$ cat config.mk
export PLATFORM = sky130hd
export DESIGN_NAME = egg_drop_min_trials_flat
export DESIGN_NICKNAME = d
export VERILOG_FILES = /design/src/design/edmt_pkg.sv /design/src/design/edmt_if.sv /design/src/design/edmt_ram.sv /design/src/design/edmt_step_unit.sv /design/src/design/egg_drop_min_trials.sv /design/src/flat_wrapper.sv
export SDC_FILE = /design/constraint.sdc
export NUM_CORES = 2
export LEC_CHECK = 0
export BUFFER_PORTS_ARGS = -buffer_cell sky130_fd_sc_hd__buf_2
export CORE_MARGIN = 4
export CORE_UTILIZATION = 40
export DETAILED_ROUTE_END_ITERATION = 10
export SYNTH_ARGS = -nofsm -noshare
export SYNTH_HDL_FRONTEND = slang
export SYNTH_MEMORY_MAX_BITS = 65536
export SYNTH_SLANG_ARGS = --single-unit
$ cat constraint.sdc
create_clock -name clk -period 10 [get_ports clk]
set_input_delay 0.5 -clock clk [delete_from_list [all_inputs] [get_ports clk]]
set_output_delay 0.5 -clock clk [all_outputs]
set_load 0.005 [all_outputs]
$ cat src/design/edmt_pkg.sv
// edmt_pkg: shared types and constants for the egg drop minimum-trials block
// no dependencies; imported by the step unit and the top level

package edmt_pkg;

  // result field width and the all-ones running-minimum sentinel
  localparam int OUT_W = 9;
  localparam logic [OUT_W-1:0] OUT_MAX = '1;

  // input field widths
  localparam int EGGS_IN_W   = 5;
  localparam int FLOORS_IN_W = 9;

  // control from the sequencer to the shared min/max unit
  typedef struct packed {
    logic clear;  // reload the running minimum with the sentinel
    logic en;     // fold one pair of table reads into the minimum
  } edmt_step_ctl_t;

endpackage

$ cat src/design/edmt_if.sv
// edmt_if: valid/ready channel interfaces for the egg drop block
// depends on edmt_pkg for field widths

interface edmt_in_if;
  import edmt_pkg::*;
  logic                   valid;
  logic                   ready;
  logic [EGGS_IN_W-1:0]   eggs;
  logic [FLOORS_IN_W-1:0] floors;

  modport source (output valid, output eggs, output floors, input ready);
  modport sink   (input valid, input eggs, input floors, output ready);
endinterface

interface edmt_out_if;
  import edmt_pkg::*;
  logic             valid;
  logic             ready;
  logic [OUT_W-1:0] min_trials;

  modport source (output valid, output min_trials, input ready);
  modport sink   (input valid, input min_trials, output ready);
endinterface

$ cat src/design/edmt_ram.sv
// edmt_ram: generic single-write, single-read RAM with registered read data
// no dependencies

module edmt_ram #(
  parameter int WIDTH = 9,
  parameter int DEPTH = 257
) (
  input  logic                     clk,
  input  logic                     wr_en,
  input  logic [$clog2(DEPTH)-1:0] wr_addr,
  input  logic [WIDTH-1:0]         wr_data,
  input  logic [$clog2(DEPTH)-1:0] rd_addr,
  output logic [WIDTH-1:0]         rd_data
);

  logic [WIDTH-1:0] mem [DEPTH];
  logic [WIDTH-1:0] rd_data_r;

  // write port and registered read port
  always_ff @(posedge clk) begin
    if (wr_en) begin
      mem[wr_addr] <= wr_data;
    end
    rd_data_r <= mem[rd_addr];
  end

  assign rd_data = rd_data_r;

endmodule

$ cat src/design/edmt_step_unit.sv
// edmt_step_unit: shared max/increment/min unit holding the running minimum
// depends on edmt_pkg for the control struct and the sentinel

module edmt_step_unit #(
  parameter int ENTRY_W = 9
) (
  input  logic                    clk,
  input  edmt_pkg::edmt_step_ctl_t ctl,
  input  logic [ENTRY_W-1:0]      broke,
  input  logic [ENTRY_W-1:0]      held,
  output logic [ENTRY_W-1:0]      best
);
  import edmt_pkg::*;

  logic [ENTRY_W-1:0] worst;
  logic [ENTRY_W:0]   worst_inc;
  logic [ENTRY_W-1:0] best_r;

  // worst case of one drop position, plus the drop itself
  assign worst     = (broke > held) ? broke : held;
  assign worst_inc = {1'b0, worst} + {{ENTRY_W{1'b0}}, 1'b1};

  // running minimum over drop positions
  always_ff @(posedge clk) begin
    if (ctl.clear) begin
      best_r <= ENTRY_W'(OUT_MAX);
    end else if (ctl.en && (worst_inc < {1'b0, best_r})) begin
      best_r <= worst_inc[ENTRY_W-1:0];
    end
  end

  assign best = best_r;

endmodule

$ cat src/design/egg_drop_min_trials.sv
// egg_drop_min_trials: top level, sequencer plus two row banks and the step unit
// depends on edmt_pkg, edmt_if, edmt_ram and edmt_step_unit
//
// Usage: in_chan carries one transaction per problem (eggs, floors); out_chan
// returns one min_trials value for each. Both are valid/ready channels.
// Egg and floor counts above MAX_EGGS / MAX_FLOORS saturate to those values;
// answers above 511 saturate to 511. Zero floors answers 0, zero eggs 511.
// Zero floors, zero eggs or one egg go straight to the done state and the
// output register. Otherwise the sequencer writes the one-egg row into bank
// 0, then for each further egg row clears column 0 and, for each floor f,
// makes one read a cycle from each row bank into the shared max/min unit,
// one per drop position, then a drain step and a write-back step.
// in_chan.ready is high only while the sequencer is idle, so one problem is
// in flight at a time. The result sits in an output register; a new problem
// is taken while it waits, and the next result waits until out_chan.ready.
// Reset (rst_n low, synchronous) returns to idle with no result pending;
// the row banks need no clearing since each entry is written before use.

module egg_drop_min_trials #(
  parameter int MAX_EGGS   = 16,
  parameter int MAX_FLOORS = 256
) (
  input  logic       clk,
  input  logic       rst_n,
  edmt_in_if.sink    in_chan,
  edmt_out_if.source out_chan
);
  import edmt_pkg::*;

  localparam int FLOOR_W = $clog2(MAX_FLOORS + 1);
  localparam int EGG_W   = $clog2(MAX_EGGS + 1);
  localparam int ENTRY_W = (FLOOR_W > OUT_W) ? FLOOR_W : OUT_W;
  localparam int ROW_LEN = MAX_FLOORS + 1;

  typedef enum logic [2:0] {
    ST_IDLE,
    ST_INIT,
    ST_ROW_START,
    ST_SCAN,
    ST_DRAIN,
    ST_STORE,
    ST_DONE
  } state_t;

  state_t             state_r;
  logic [EGG_W-1:0]   eggs_r;
  logic [EGG_W-1:0]   e_r;
  logic [FLOOR_W-1:0] floors_r;
  logic [FLOOR_W-1:0] f_r;
  logic [FLOOR_W-1:0] x_r;
  logic               bank_r;
  logic               rd_valid_r;
  logic [OUT_W-1:0]   res_r;
  logic               out_valid_r;
  logic [OUT_W-1:0]   out_data_r;

  logic [EGG_W-1:0]   eggs_sat;
  logic [FLOOR_W-1:0] floors_sat;
  logic               accept;

  logic               wr_en;
  logic               wr_bank;
  logic [FLOOR_W-1:0] wr_addr;
  logic [ENTRY_W-1:0] wr_data;
  logic [FLOOR_W-1:0] prev_addr;
  logic [FLOOR_W-1:0] cur_addr;
  logic [FLOOR_W-1:0] rd_addr0;
  logic [FLOOR_W-1:0] rd_addr1;
  logic [ENTRY_W-1:0] rd_data0;
  logic [ENTRY_W-1:0] rd_data1;
  logic [ENTRY_W-1:0] broke;
  logic [ENTRY_W-1:0] held;
  logic [ENTRY_W-1:0] best;
  edmt_step_ctl_t     step_ctl;

  function automatic logic [OUT_W-1:0] sat_out(input logic [ENTRY_W-1:0] v);
    sat_out = (v > ENTRY_W'(OUT_MAX)) ? OUT_MAX : v[OUT_W-1:0];
  endfunction

  // input saturation
  assign eggs_sat   = (int'(in_chan.eggs) > MAX_EGGS) ? EGG_W'(MAX_EGGS)
                                                      : EGG_W'(in_chan.eggs);
  assign floors_sat = (int'(in_chan.floors) > MAX_FLOORS) ? FLOOR_W'(MAX_FLOORS)
                                                          : FLOOR_W'(in_chan.floors);

  assign in_chan.ready = (state_r == ST_IDLE);
  assign accept        = in_chan.valid && (state_r == ST_IDLE);

  // sequencer and output register
  always_ff @(posedge clk) begin
    if (!rst_n) begin
      state_r     <= ST_IDLE;
      out_valid_r <= 1'b0;
      rd_valid_r  <= 1'b0;
    end else begin
      rd_valid_r <= (state_r == ST_SCAN);
      if (out_valid_r && out_chan.ready && (state_r != ST_DONE)) begin
        out_valid_r <= 1'b0;
      end
      unique case (state_r)
        ST_IDLE: begin
          if (accept) begin
            eggs_r   <= eggs_sat;
            floors_r <= floors_sat;
            f_r      <= '0;
            if (floors_sat == '0) begin
              res_r   <= '0;
              state_r <= ST_DONE;
            end else if (eggs_sat == '0) begin
              res_r   <= OUT_MAX;
              state_r <= ST_DONE;
            end else if (eggs_sat == EGG_W'(1)) begin
              res_r   <= sat_out(ENTRY_W'(floors_sat));
              state_r <= ST_DONE;
            end else begin
              state_r <= ST_INIT;
            end
          end
        end
        ST_INIT: begin
          // one-egg row goes to bank 0
          if (f_r == floors_r) begin
            e_r     <= EGG_W'(2);
            bank_r  <= 1'b1;
            state_r <= ST_ROW_START;
          end else begin
            f_r <= f_r + FLOOR_W'(1);
          end
        end
        ST_ROW_START: begin
          f_r     <= FLOOR_W'(1);
          x_r     <= FLOOR_W'(1);
          state_r <= ST_SCAN;
        end
        ST_SCAN: begin
          if (x_r == FLOOR_W'(1)) begin
            state_r <= ST_DRAIN;
          end else begin
            x_r <= x_r - FLOOR_W'(1);
          end
        end
        ST_DRAIN: begin
          state_r <= ST_STORE;
        end
        ST_STORE: begin
          if (f_r != floors_r) begin
            f_r     <= f_r + FLOOR_W'(1);
            x_r     <= f_r + FLOOR_W'(1);
            state_r <= ST_SCAN;
          end else if (e_r == eggs_r) begin
            res_r   <= sat_out(best);
            state_r <= ST_DONE;
          end else begin
            e_r     <= e_r + EGG_W'(1);
            bank_r  <= ~bank_r;
            state_r <= ST_ROW_START;
          end
        end
        ST_DONE: begin
          if (!out_valid_r || out_chan.ready) begin
            out_data_r  <= res_r;
            out_valid_r <= 1'b1;
            state_r     <= ST_IDLE;
          end
        end
        default: state_r <= ST_IDLE;
      endcase
    end
  end

  assign out_chan.valid      = out_valid_r;
  assign out_chan.min_trials = out_data_r;

  // table write port decode
  always_comb begin
    wr_en   = 1'b0;
    wr_bank = bank_r;
    wr_addr = f_r;
    wr_data = best;
    unique case (state_r)
      ST_INIT: begin
        wr_en   = 1'b1;
        wr_bank = 1'b0;
        wr_data = ENTRY_W'(f_r);
      end
      ST_ROW_START: begin
        wr_en   = 1'b1;
        wr_addr = '0;
        wr_data = '0;
      end
      ST_STORE: begin
        wr_en = 1'b1;
      end
      default: begin
        wr_en = 1'b0;
      end
    endcase
  end

  // read addresses: previous row at x-1, current row at f-x
  assign prev_addr = x_r - FLOOR_W'(1);
  assign cur_addr  = f_r - x_r;
  assign rd_addr0  = bank_r ? prev_addr : cur_addr;
  assign rd_addr1  = bank_r ? cur_addr : prev_addr;

  edmt_ram #(
    .WIDTH (ENTRY_W),
    .DEPTH (ROW_LEN)
  ) u_bank0 (
    .clk     (clk),
    .wr_en   (wr_en && !wr_bank),
    .wr_addr (wr_addr),
    .wr_data (wr_data),
    .rd_addr (rd_addr0),
    .rd_data (rd_data0)
  );

  edmt_ram #(
    .WIDTH (ENTRY_W),
    .DEPTH (ROW_LEN)
  ) u_bank1 (
    .clk     (clk),
    .wr_en   (wr_en && wr_bank),
    .wr_addr (wr_addr),
    .wr_data (wr_data),
    .rd_addr (rd_addr1),
    .rd_data (rd_data1)
  );

  // route bank outputs to the broken-egg and held-egg operands
  assign broke = bank_r ? rd_data0 : rd_data1;
  assign held  = bank_r ? rd_data1 : rd_data0;

  assign step_ctl.clear = (state_r == ST_STORE) || (state_r == ST_ROW_START);
  assign step_ctl.en    = rd_valid_r;

  edmt_step_unit #(
    .ENTRY_W (ENTRY_W)
  ) u_step (
    .clk   (clk),
    .ctl   (step_ctl),
    .broke (broke),
    .held  (held),
    .best  (best)
  );

  // write-back only after the last read has been folded in
  a_store_after_drain: assert property (@(posedge clk) disable iff (!rst_n)
    (state_r == ST_STORE) |-> ($past(state_r) == ST_DRAIN))
    else $error("write-back without drain cycle");

  // drop position stays within 1..f while scanning
  a_scan_range: assert property (@(posedge clk) disable iff (!rst_n)
    (state_r == ST_SCAN) |-> ((x_r != '0) && (x_r <= f_r) && (f_r <= floors_r)))
    else $error("drop position out of range");

  // row counter never passes the egg count
  a_row_range: assert property (@(posedge clk) disable iff (!rst_n)
    (state_r == ST_ROW_START) |-> ((e_r <= eggs_r) && (e_r >= EGG_W'(2))))
    else $error("egg row out of range");

  // minimum never rises above the sentinel once rows of two or more eggs run
  a_best_bound: assert property (@(posedge clk) disable iff (!rst_n)
    (state_r == ST_STORE) |-> (best <= ENTRY_W'(OUT_MAX)))
    else $error("running minimum above sentinel");

  // no read data is folded in while the minimum is being reloaded
  a_ctl_excl: assert property (@(posedge clk) disable iff (!rst_n)
    !(step_ctl.clear && step_ctl.en))
    else $error("step unit clear and fold in the same cycle");

endmodule

$ cat src/flat_wrapper.sv
// flat-port wrapper written by rule: the top's interface ports become plain ports
module egg_drop_min_trials_flat import edmt_pkg::*;
#(
  parameter int MAX_EGGS   = 16,
  parameter int MAX_FLOORS = 256
)
  (clk, rst_n, in_chan_valid, in_chan_eggs, in_chan_floors, in_chan_ready, out_chan_valid, out_chan_min_trials, out_chan_ready);
  edmt_in_if in_chan_i ();
  edmt_out_if out_chan_i ();
  input  logic clk;
  input  logic rst_n;
  input wire logic [$bits(in_chan_i.valid)-1:0] in_chan_valid;
  input wire logic [$bits(in_chan_i.eggs)-1:0] in_chan_eggs;
  input wire logic [$bits(in_chan_i.floors)-1:0] in_chan_floors;
  output wire logic [$bits(in_chan_i.ready)-1:0] in_chan_ready;
  output wire logic [$bits(out_chan_i.valid)-1:0] out_chan_valid;
  output wire logic [$bits(out_chan_i.min_trials)-1:0] out_chan_min_trials;
  input wire logic [$bits(out_chan_i.ready)-1:0] out_chan_ready;
  assign in_chan_i.valid = in_chan_valid;
  assign in_chan_i.eggs = in_chan_eggs;
  assign in_chan_i.floors = in_chan_floors;
  assign in_chan_ready = in_chan_i.ready;
  assign out_chan_valid = out_chan_i.valid;
  assign out_chan_min_trials = out_chan_i.min_trials;
  assign out_chan_i.ready = out_chan_ready;
  egg_drop_min_trials #(.MAX_EGGS(MAX_EGGS), .MAX_FLOORS(MAX_FLOORS)) u_core (.clk(clk), .rst_n(rst_n), .in_chan(in_chan_i), .out_chan(out_chan_i));
endmodule
After elaboration in Yosys (flattened, before gate mapping) --
Memories as Yosys holds them, arrays and structs flattened. A register that Yosys moved wholly into a read port is not among the register bits. Cells that the tools add are included.
Word-level totals: bits in registers 70, bits in latches 0, RAM bits 4626, memory bits (read-only) 0, input bits 18, output and inout bits 11, logic and storage cells 125, memories kept 2
Memories:
- u_core.u_bank0.mem | depth 257, width 9, rd ports 1, clocked after memory_dff 1, wr ports 1, line edmt_ram.sv:16 | logic [WIDTH-1:0] mem [DEPTH];
- u_core.u_bank1.mem | depth 257, width 9, rd ports 1, clocked after memory_dff 1, wr ports 1, line edmt_ram.sv:16
Cells by class: add/subtract/negate cells 5, multiply operators 0, div/mod/pow operators 0, order comparisons 6, equal/unequal tests 23, shift-type cells 0, muxes and demuxes 51, bitwise logic cells 1, reductions and logical operators 25
Operators by type and width (number):
- 9-bit two-way mux | 19
- 9-bit one-hot mux with 2 select lines | 2
- 9-bit one-hot mux with 4 select lines | 1
- 9-bit > comparator (second input constant) | 3
- 3-bit two-way mux | 9
- 9-bit one-hot mux with 3 select lines | 1
- 3-bit one-hot mux with 7 select lines | 1
- 5-bit two-way mux | 4
- 1-bit two-way mux | 12
- 9-bit by 1-bit adder with 10-bit output (second input constant) | 1
- 10-bit by 9-bit < comparator with 1-bit output | 1
- 2-bit by 1-bit != test with 1-bit output (second input constant) | 5
- 2-bit != test (second input constant) | 5
- 5-bit one-hot mux with 2 select lines | 1
- 5-bit AND reduction | 2
- 9-bit by 1-bit adder with 9-bit output (second input constant) | 1
- 3-bit == test (second input constant) | 3
- 9-bit by 1-bit == test with 1-bit output (second input constant) | 1
- 9-bit == test | 1
- 9-bit > comparator | 1
- 9-bit zero test | 1
- 9-bit != test | 1
- 9-bit by 1-bit subtractor with 9-bit output (second input constant) | 1
- 9-bit subtractor | 1
- 22 further kinds | 33

Logic depth before layout (Yosys ltp) --
word-level depth 9, mapped depth 29, mapped depth without buffers 22

Modules after synthesis --
Synthesis repeated with hierarchy kept, for this count alone.
Unflattened totals: cells, all modules 9046, area, all modules 183982.7 um^2
By module, submodules not included:
- edmt_ram | times used 2, cells each 4231, area an instance 89261.9 um^2
- egg_drop_min_trials | times used 1, cells each 414, area an instance 4142.7 um^2
- edmt_step_unit | times used 1, cells each 170, area an instance 1316.3 um^2

Worst setup path after synthesis --
OpenSTA, ideal clock, no wires.
path kind register to register, start register u_core.state_r[2], end memory u_core.u_bank0.mem[0][7], data pin, setup time 1534 ps, arrival time 7523 ps, setup slack 943 ps, stages on the path, launching flop included 5, path buffers 1, path through dfxtp_1 clkbuf_1 nor2_1 a22o_1 a22o_1
On the way: cells in the longest elaborated chain, start to end 2
Ends and longest elaborated chain:
- start: declaration | line egg_drop_min_trials.sv:45 | state_t state_r;
- start signal: assignment | line egg_drop_min_trials.sv:92 | state_r <= ST_IDLE;
- start signal: assignment | line egg_drop_min_trials.sv:108 | state_r <= ST_DONE;
- start signal: assignment | line egg_drop_min_trials.sv:111 | state_r <= ST_DONE;
- 3-bit by 2-bit == test with 1-bit output / 3-bit by 1-bit == test with 1-bit output (equally long branches) | line egg_drop_min_trials.sv:180 | unique case (state_r)
- 9-bit one-hot mux with 2 select lines * | line egg_drop_min_trials.sv:180
- via u_core.u_bank0.wr_data[7] | line edmt_ram.sv:11 | input logic [WIDTH-1:0] wr_data,
- end: declaration | line edmt_ram.sv:16
Mark *: on every way through the listed nets, which the timed path passes. The rest lies on a longest branch.

Final worst setup path --
start register u_core.f_r[0], end register u_core.u_bank0.rd_data_r[4] (netlist: u_core.u_bank0.rd_data[4]) (read register of u_core.u_bank0.mem)
On the way: cells in the longest elaborated chain, start to end 2
Ends and longest elaborated chain:
- start: declaration | line egg_drop_min_trials.sv:49 | logic [FLOOR_W-1:0] f_r;
- start signal: assignment | line egg_drop_min_trials.sv:127 | f_r <= f_r + FLOOR_W'(1);
- start signal: assignment | line egg_drop_min_trials.sv:147 | f_r <= f_r + FLOOR_W'(1);
- 9-bit subtractor | line egg_drop_min_trials.sv:202 | assign cur_addr = f_r - x_r;
- 9-bit two-way mux | line egg_drop_min_trials.sv:203 | assign rd_addr0 = bank_r ? prev_addr : cur_addr;
- end: declaration | line edmt_ram.sv:17 | logic [WIDTH-1:0] rd_data_r;
No other way between the ends. A chain may end at the register's enable or synchronous reset.

==> run_results.csv <==
group,metric,value,unit
global_routing,grt.overflow.total,0,
die,die_h,692,um
global_routing,grtUsageTotal,19.7,%
finish,syn_to_final_growth,11.7,%
route,vias_per_cell,5.79,
synth,synthesis.area,0.187,mm^2
place,dp_hpwl,272000,um
clock_tree,clock_latency,1020,ps
pwr,pwr_density_cell,298,mW/mm^2
sta,drv_slew,0,
place,place_congestion,0.878,
synth,syn_inst,9919,
route,route.met2.wl,236000,um
clock_tree,clock_path_buffers,4,
sta,setup_tns,0,ps
route,wl_met1,194000,um
global_routing,grt_max_degree,221,
synth,ys_warn_count,0,
finish,final_cell_mix,"4682 x edfxtp_1, 1154 x nand2_1, 982 x mux4_2",
global_routing,grt_pass1_wl,698000,um
global_routing,antenna_found_initial,19,
synth,synthArstFlopShare,0,%
die,rows,250,
finish,drive_above_1_share,18.9,%
sta,finalSetupViolCount,0,
place,postPlaceCellArea,0.194,mm^2
clock_tree,cts_root_buffer,"clkbuf_16",
synth,syn_nets,9968,
finish,seq_area,0.141,mm^2
critical_path,crit_fanout,81,
clock_tree,numCtsBuffers,452,
sta,finalHoldViolCount,0,
sta,finalCritPeriodShare,61.8,%
sta,clock_skew,63.5,ps
finish,final_area,0.209,mm^2
finish,fillCellCount,39228,
synth,synth_area_leaders,"edfxtp_1 75%, mux4_2 12%, nand2_1 2.4%, mux2i_1 2.0%, nor2_1 1.2%",
clock_tree,cts_sinks,4714,
pwr,peakVddDrop,0.515,mV
sta,max_freq,0.162,GHz
run_status,status,"finished clean",
clock_tree,cts_tree,"done",
place,pre_cts_slack,3920,ps
synth,synthFlopType,"edfxtp_1",
route,drc,0,
die,fp.dieW,692,um
route,dr.pass1.iters,6,
critical_path,endpoint_kind,"register",
finish,nets,10010,
route,drt-initial-drc-count,11264,
sta,layout_min_cycle_time,6180,ps
route,top_layer,"met5",
route,routed-via-count,95727,
pwr,p_total,62.4,mW
critical_path,worstSetupStartpointType,"register",
route,wl,483000,um
die,ios,29,
synth,synthDominantCellAreaShare,75.2,%
pwr,p_switching,20.6,mW
worst_hold_path,min_path_type,"in2reg",
pwr,netSwitchingFraction,33.0,%
global_routing,grt_pass1_vias,96786,
finish,final_common_cell,"edfxtp_1",
synth,synth_edf_count,4682,
pwr,combPwrFrac,27.6,%
die,die_area,0.479,mm^2
critical_path,cp.required,10860,ps
die,start_util,40.2,%
synth,syn_area_per_cell,18.9,um^2
pwr,seq_power_share,44.6,%
finish,multi_input_area,0.0428,mm^2
die,core_area,0.465,mm^2
sta,rsz0062_at_grt,"no",
route,wl_met3,35200,um
run,cap_viol_max_count,0,
pwr,clockPowerShare,27.8,%
synth,synth.distinct_cells,80,
sta,fin_ws,3820,ps
critical_path,critPathKind,"reg2reg",
clock_tree,cts_resized,0,
critical_path,cp.arrival,7040,ps
pwr,power.leakage,65.4,nW
route,routedWlPerCell,29.2,um
place,io_buffer_count,28,
synth,synth-seq-area-share,75.5,%
clock_tree,path_clk_slew,70,ps
clock_tree,h-tree-depth,5,
route,ant_nets,0,
pwr,intPower,41.8,mW
synth,synth-seq-cells,4714,
sta,maxSlewHeadroom,2.12,%
synth,synth.largest_area_cell,"edfxtp_1",
sta,tightest_slew,1470,ps
## cells in the mapped netlist (all sizes together) (32+ instances only)
library cell and number:
nor2 595, nand2 1192, mux2i 383, a31oi 42
a211oi 143, dfxtp 32, inv 34, a311oi 152
nand3 220, and2 61, and3 124, mux4 982
o21ai 48, buf 381, clkbuf 247, edfxtp 4682
a21oi 110, mux2 33, nor3 59
## cells by family after synthesis
group	share of synthesized area [%]
fa+ha+maj	0.211
xor+xnor	0.197
flops	75.5
mux	14.1
simple gates	5.40
buf+inv	1.83
compound gates	2.75
## final cells by class
type	instances	share of cell area, %
Sequential cell	4714	67.6
Inverter	36	0.0647
Antenna cell	6	0.00719
Timing Repair Buffer	216	1.02
Clock buffer	548	5.63
Tap cell	6174	3.70
Clock inverter	294	1.53
Multi-Input combinational cell	4541	20.5
## repair_timing
| item | CTS | global route |
|---|---|---|
| setup buffers | 0 | 0 |
| endpoints found under the hold margin | 19 | 0 |
| hold buffers | 15 | 0 |
## worst max-delay path, cell delays in order (launching register included)
cell      delay, ps
edfxtp_1        540
inv_1           170
ha_1            210
inv_1            80
fa_1            570
o21ai_4         970
buf_12          580
mux4_2          610
mux2i_1         270
mux2i_1         180
mux2i_1         550
o22ai_1         240
nor4_1          760
nor4_1          130
## worst paths after layout
| check | from | end | slack [ps] | cells after the start |
|---|---|---|---|---|
| worst min-delay path | in_chan_valid | u_core.res_r[5] | 270 | 4 |
| worst min register to register | u_core.res_r[7] | u_core.out_chan.min_trials[7] | 420 | 0 |
| worst max-delay path | u_core.f_r[0] | u_core.u_bank0.rd_data[4] | 3820 | 13 |
| worst max register to register | u_core.f_r[0] | u_core.u_bank0.rd_data[4] | 3820 | 13 |
## power groups by stage
stage / logic (mW) / registers, mW / clock network, mW
floorplan: 9.44 / 29.5 / 0
global placement: 16.8 / 28.2 / 0
detailed placement: 17.4 / 28.2 / 0
CTS: 17.4 / 27.8 / 17.6
global route: 18.3 / 27.8 / 18.5
finish: 17.2 / 27.8 / 17.3
## flip-flops by register name, indices dropped and copies added, names as in the netlist
| name | count |
|---|---|
| u_core.x_r | 9 |
| u_core.bank_r | 1 |
| u_core.res_r | 9 |
| u_core.e_r | 5 |
| u_core.u_bank1.rd_data | 9 |
| u_core.out_chan.valid | 1 |
| u_core.f_r | 9 |
| u_core.out_chan.min_trials | 9 |
| u_core.u_step.best | 9 |
| u_core.eggs_r | 5 |
| u_core.rd_valid_r | 1 |
| u_core.u_bank0.mem | 2313 |
| u_core.floors_r | 9 |
| u_core.u_bank1.mem | 2313 |
| u_core.u_bank0.rd_data | 9 |
| u_core.state_r | 3 |
## per-layer routing
metal | track usage [%] | vias up
met5 | 0 | -
met4 | 6.80 | 2
met3 | 3.10 | 841
met2 | 32.3 | 3993
met1 | 26.9 | 50917
li1 | - | 39974
## stage by stage
stage,hold WS (ps),util [%],cells
5_1_grt,215,45.0,16524
3_5_place_dp,408,41.7,15666
6_report,271,45.0,16529
4_1_cts,188,45.0,16523
3_3_place_gp,410,41.7,15666
2_1_floorplan,400,-,9919
No activity file was read; power rests on OpenSTA's default activity.
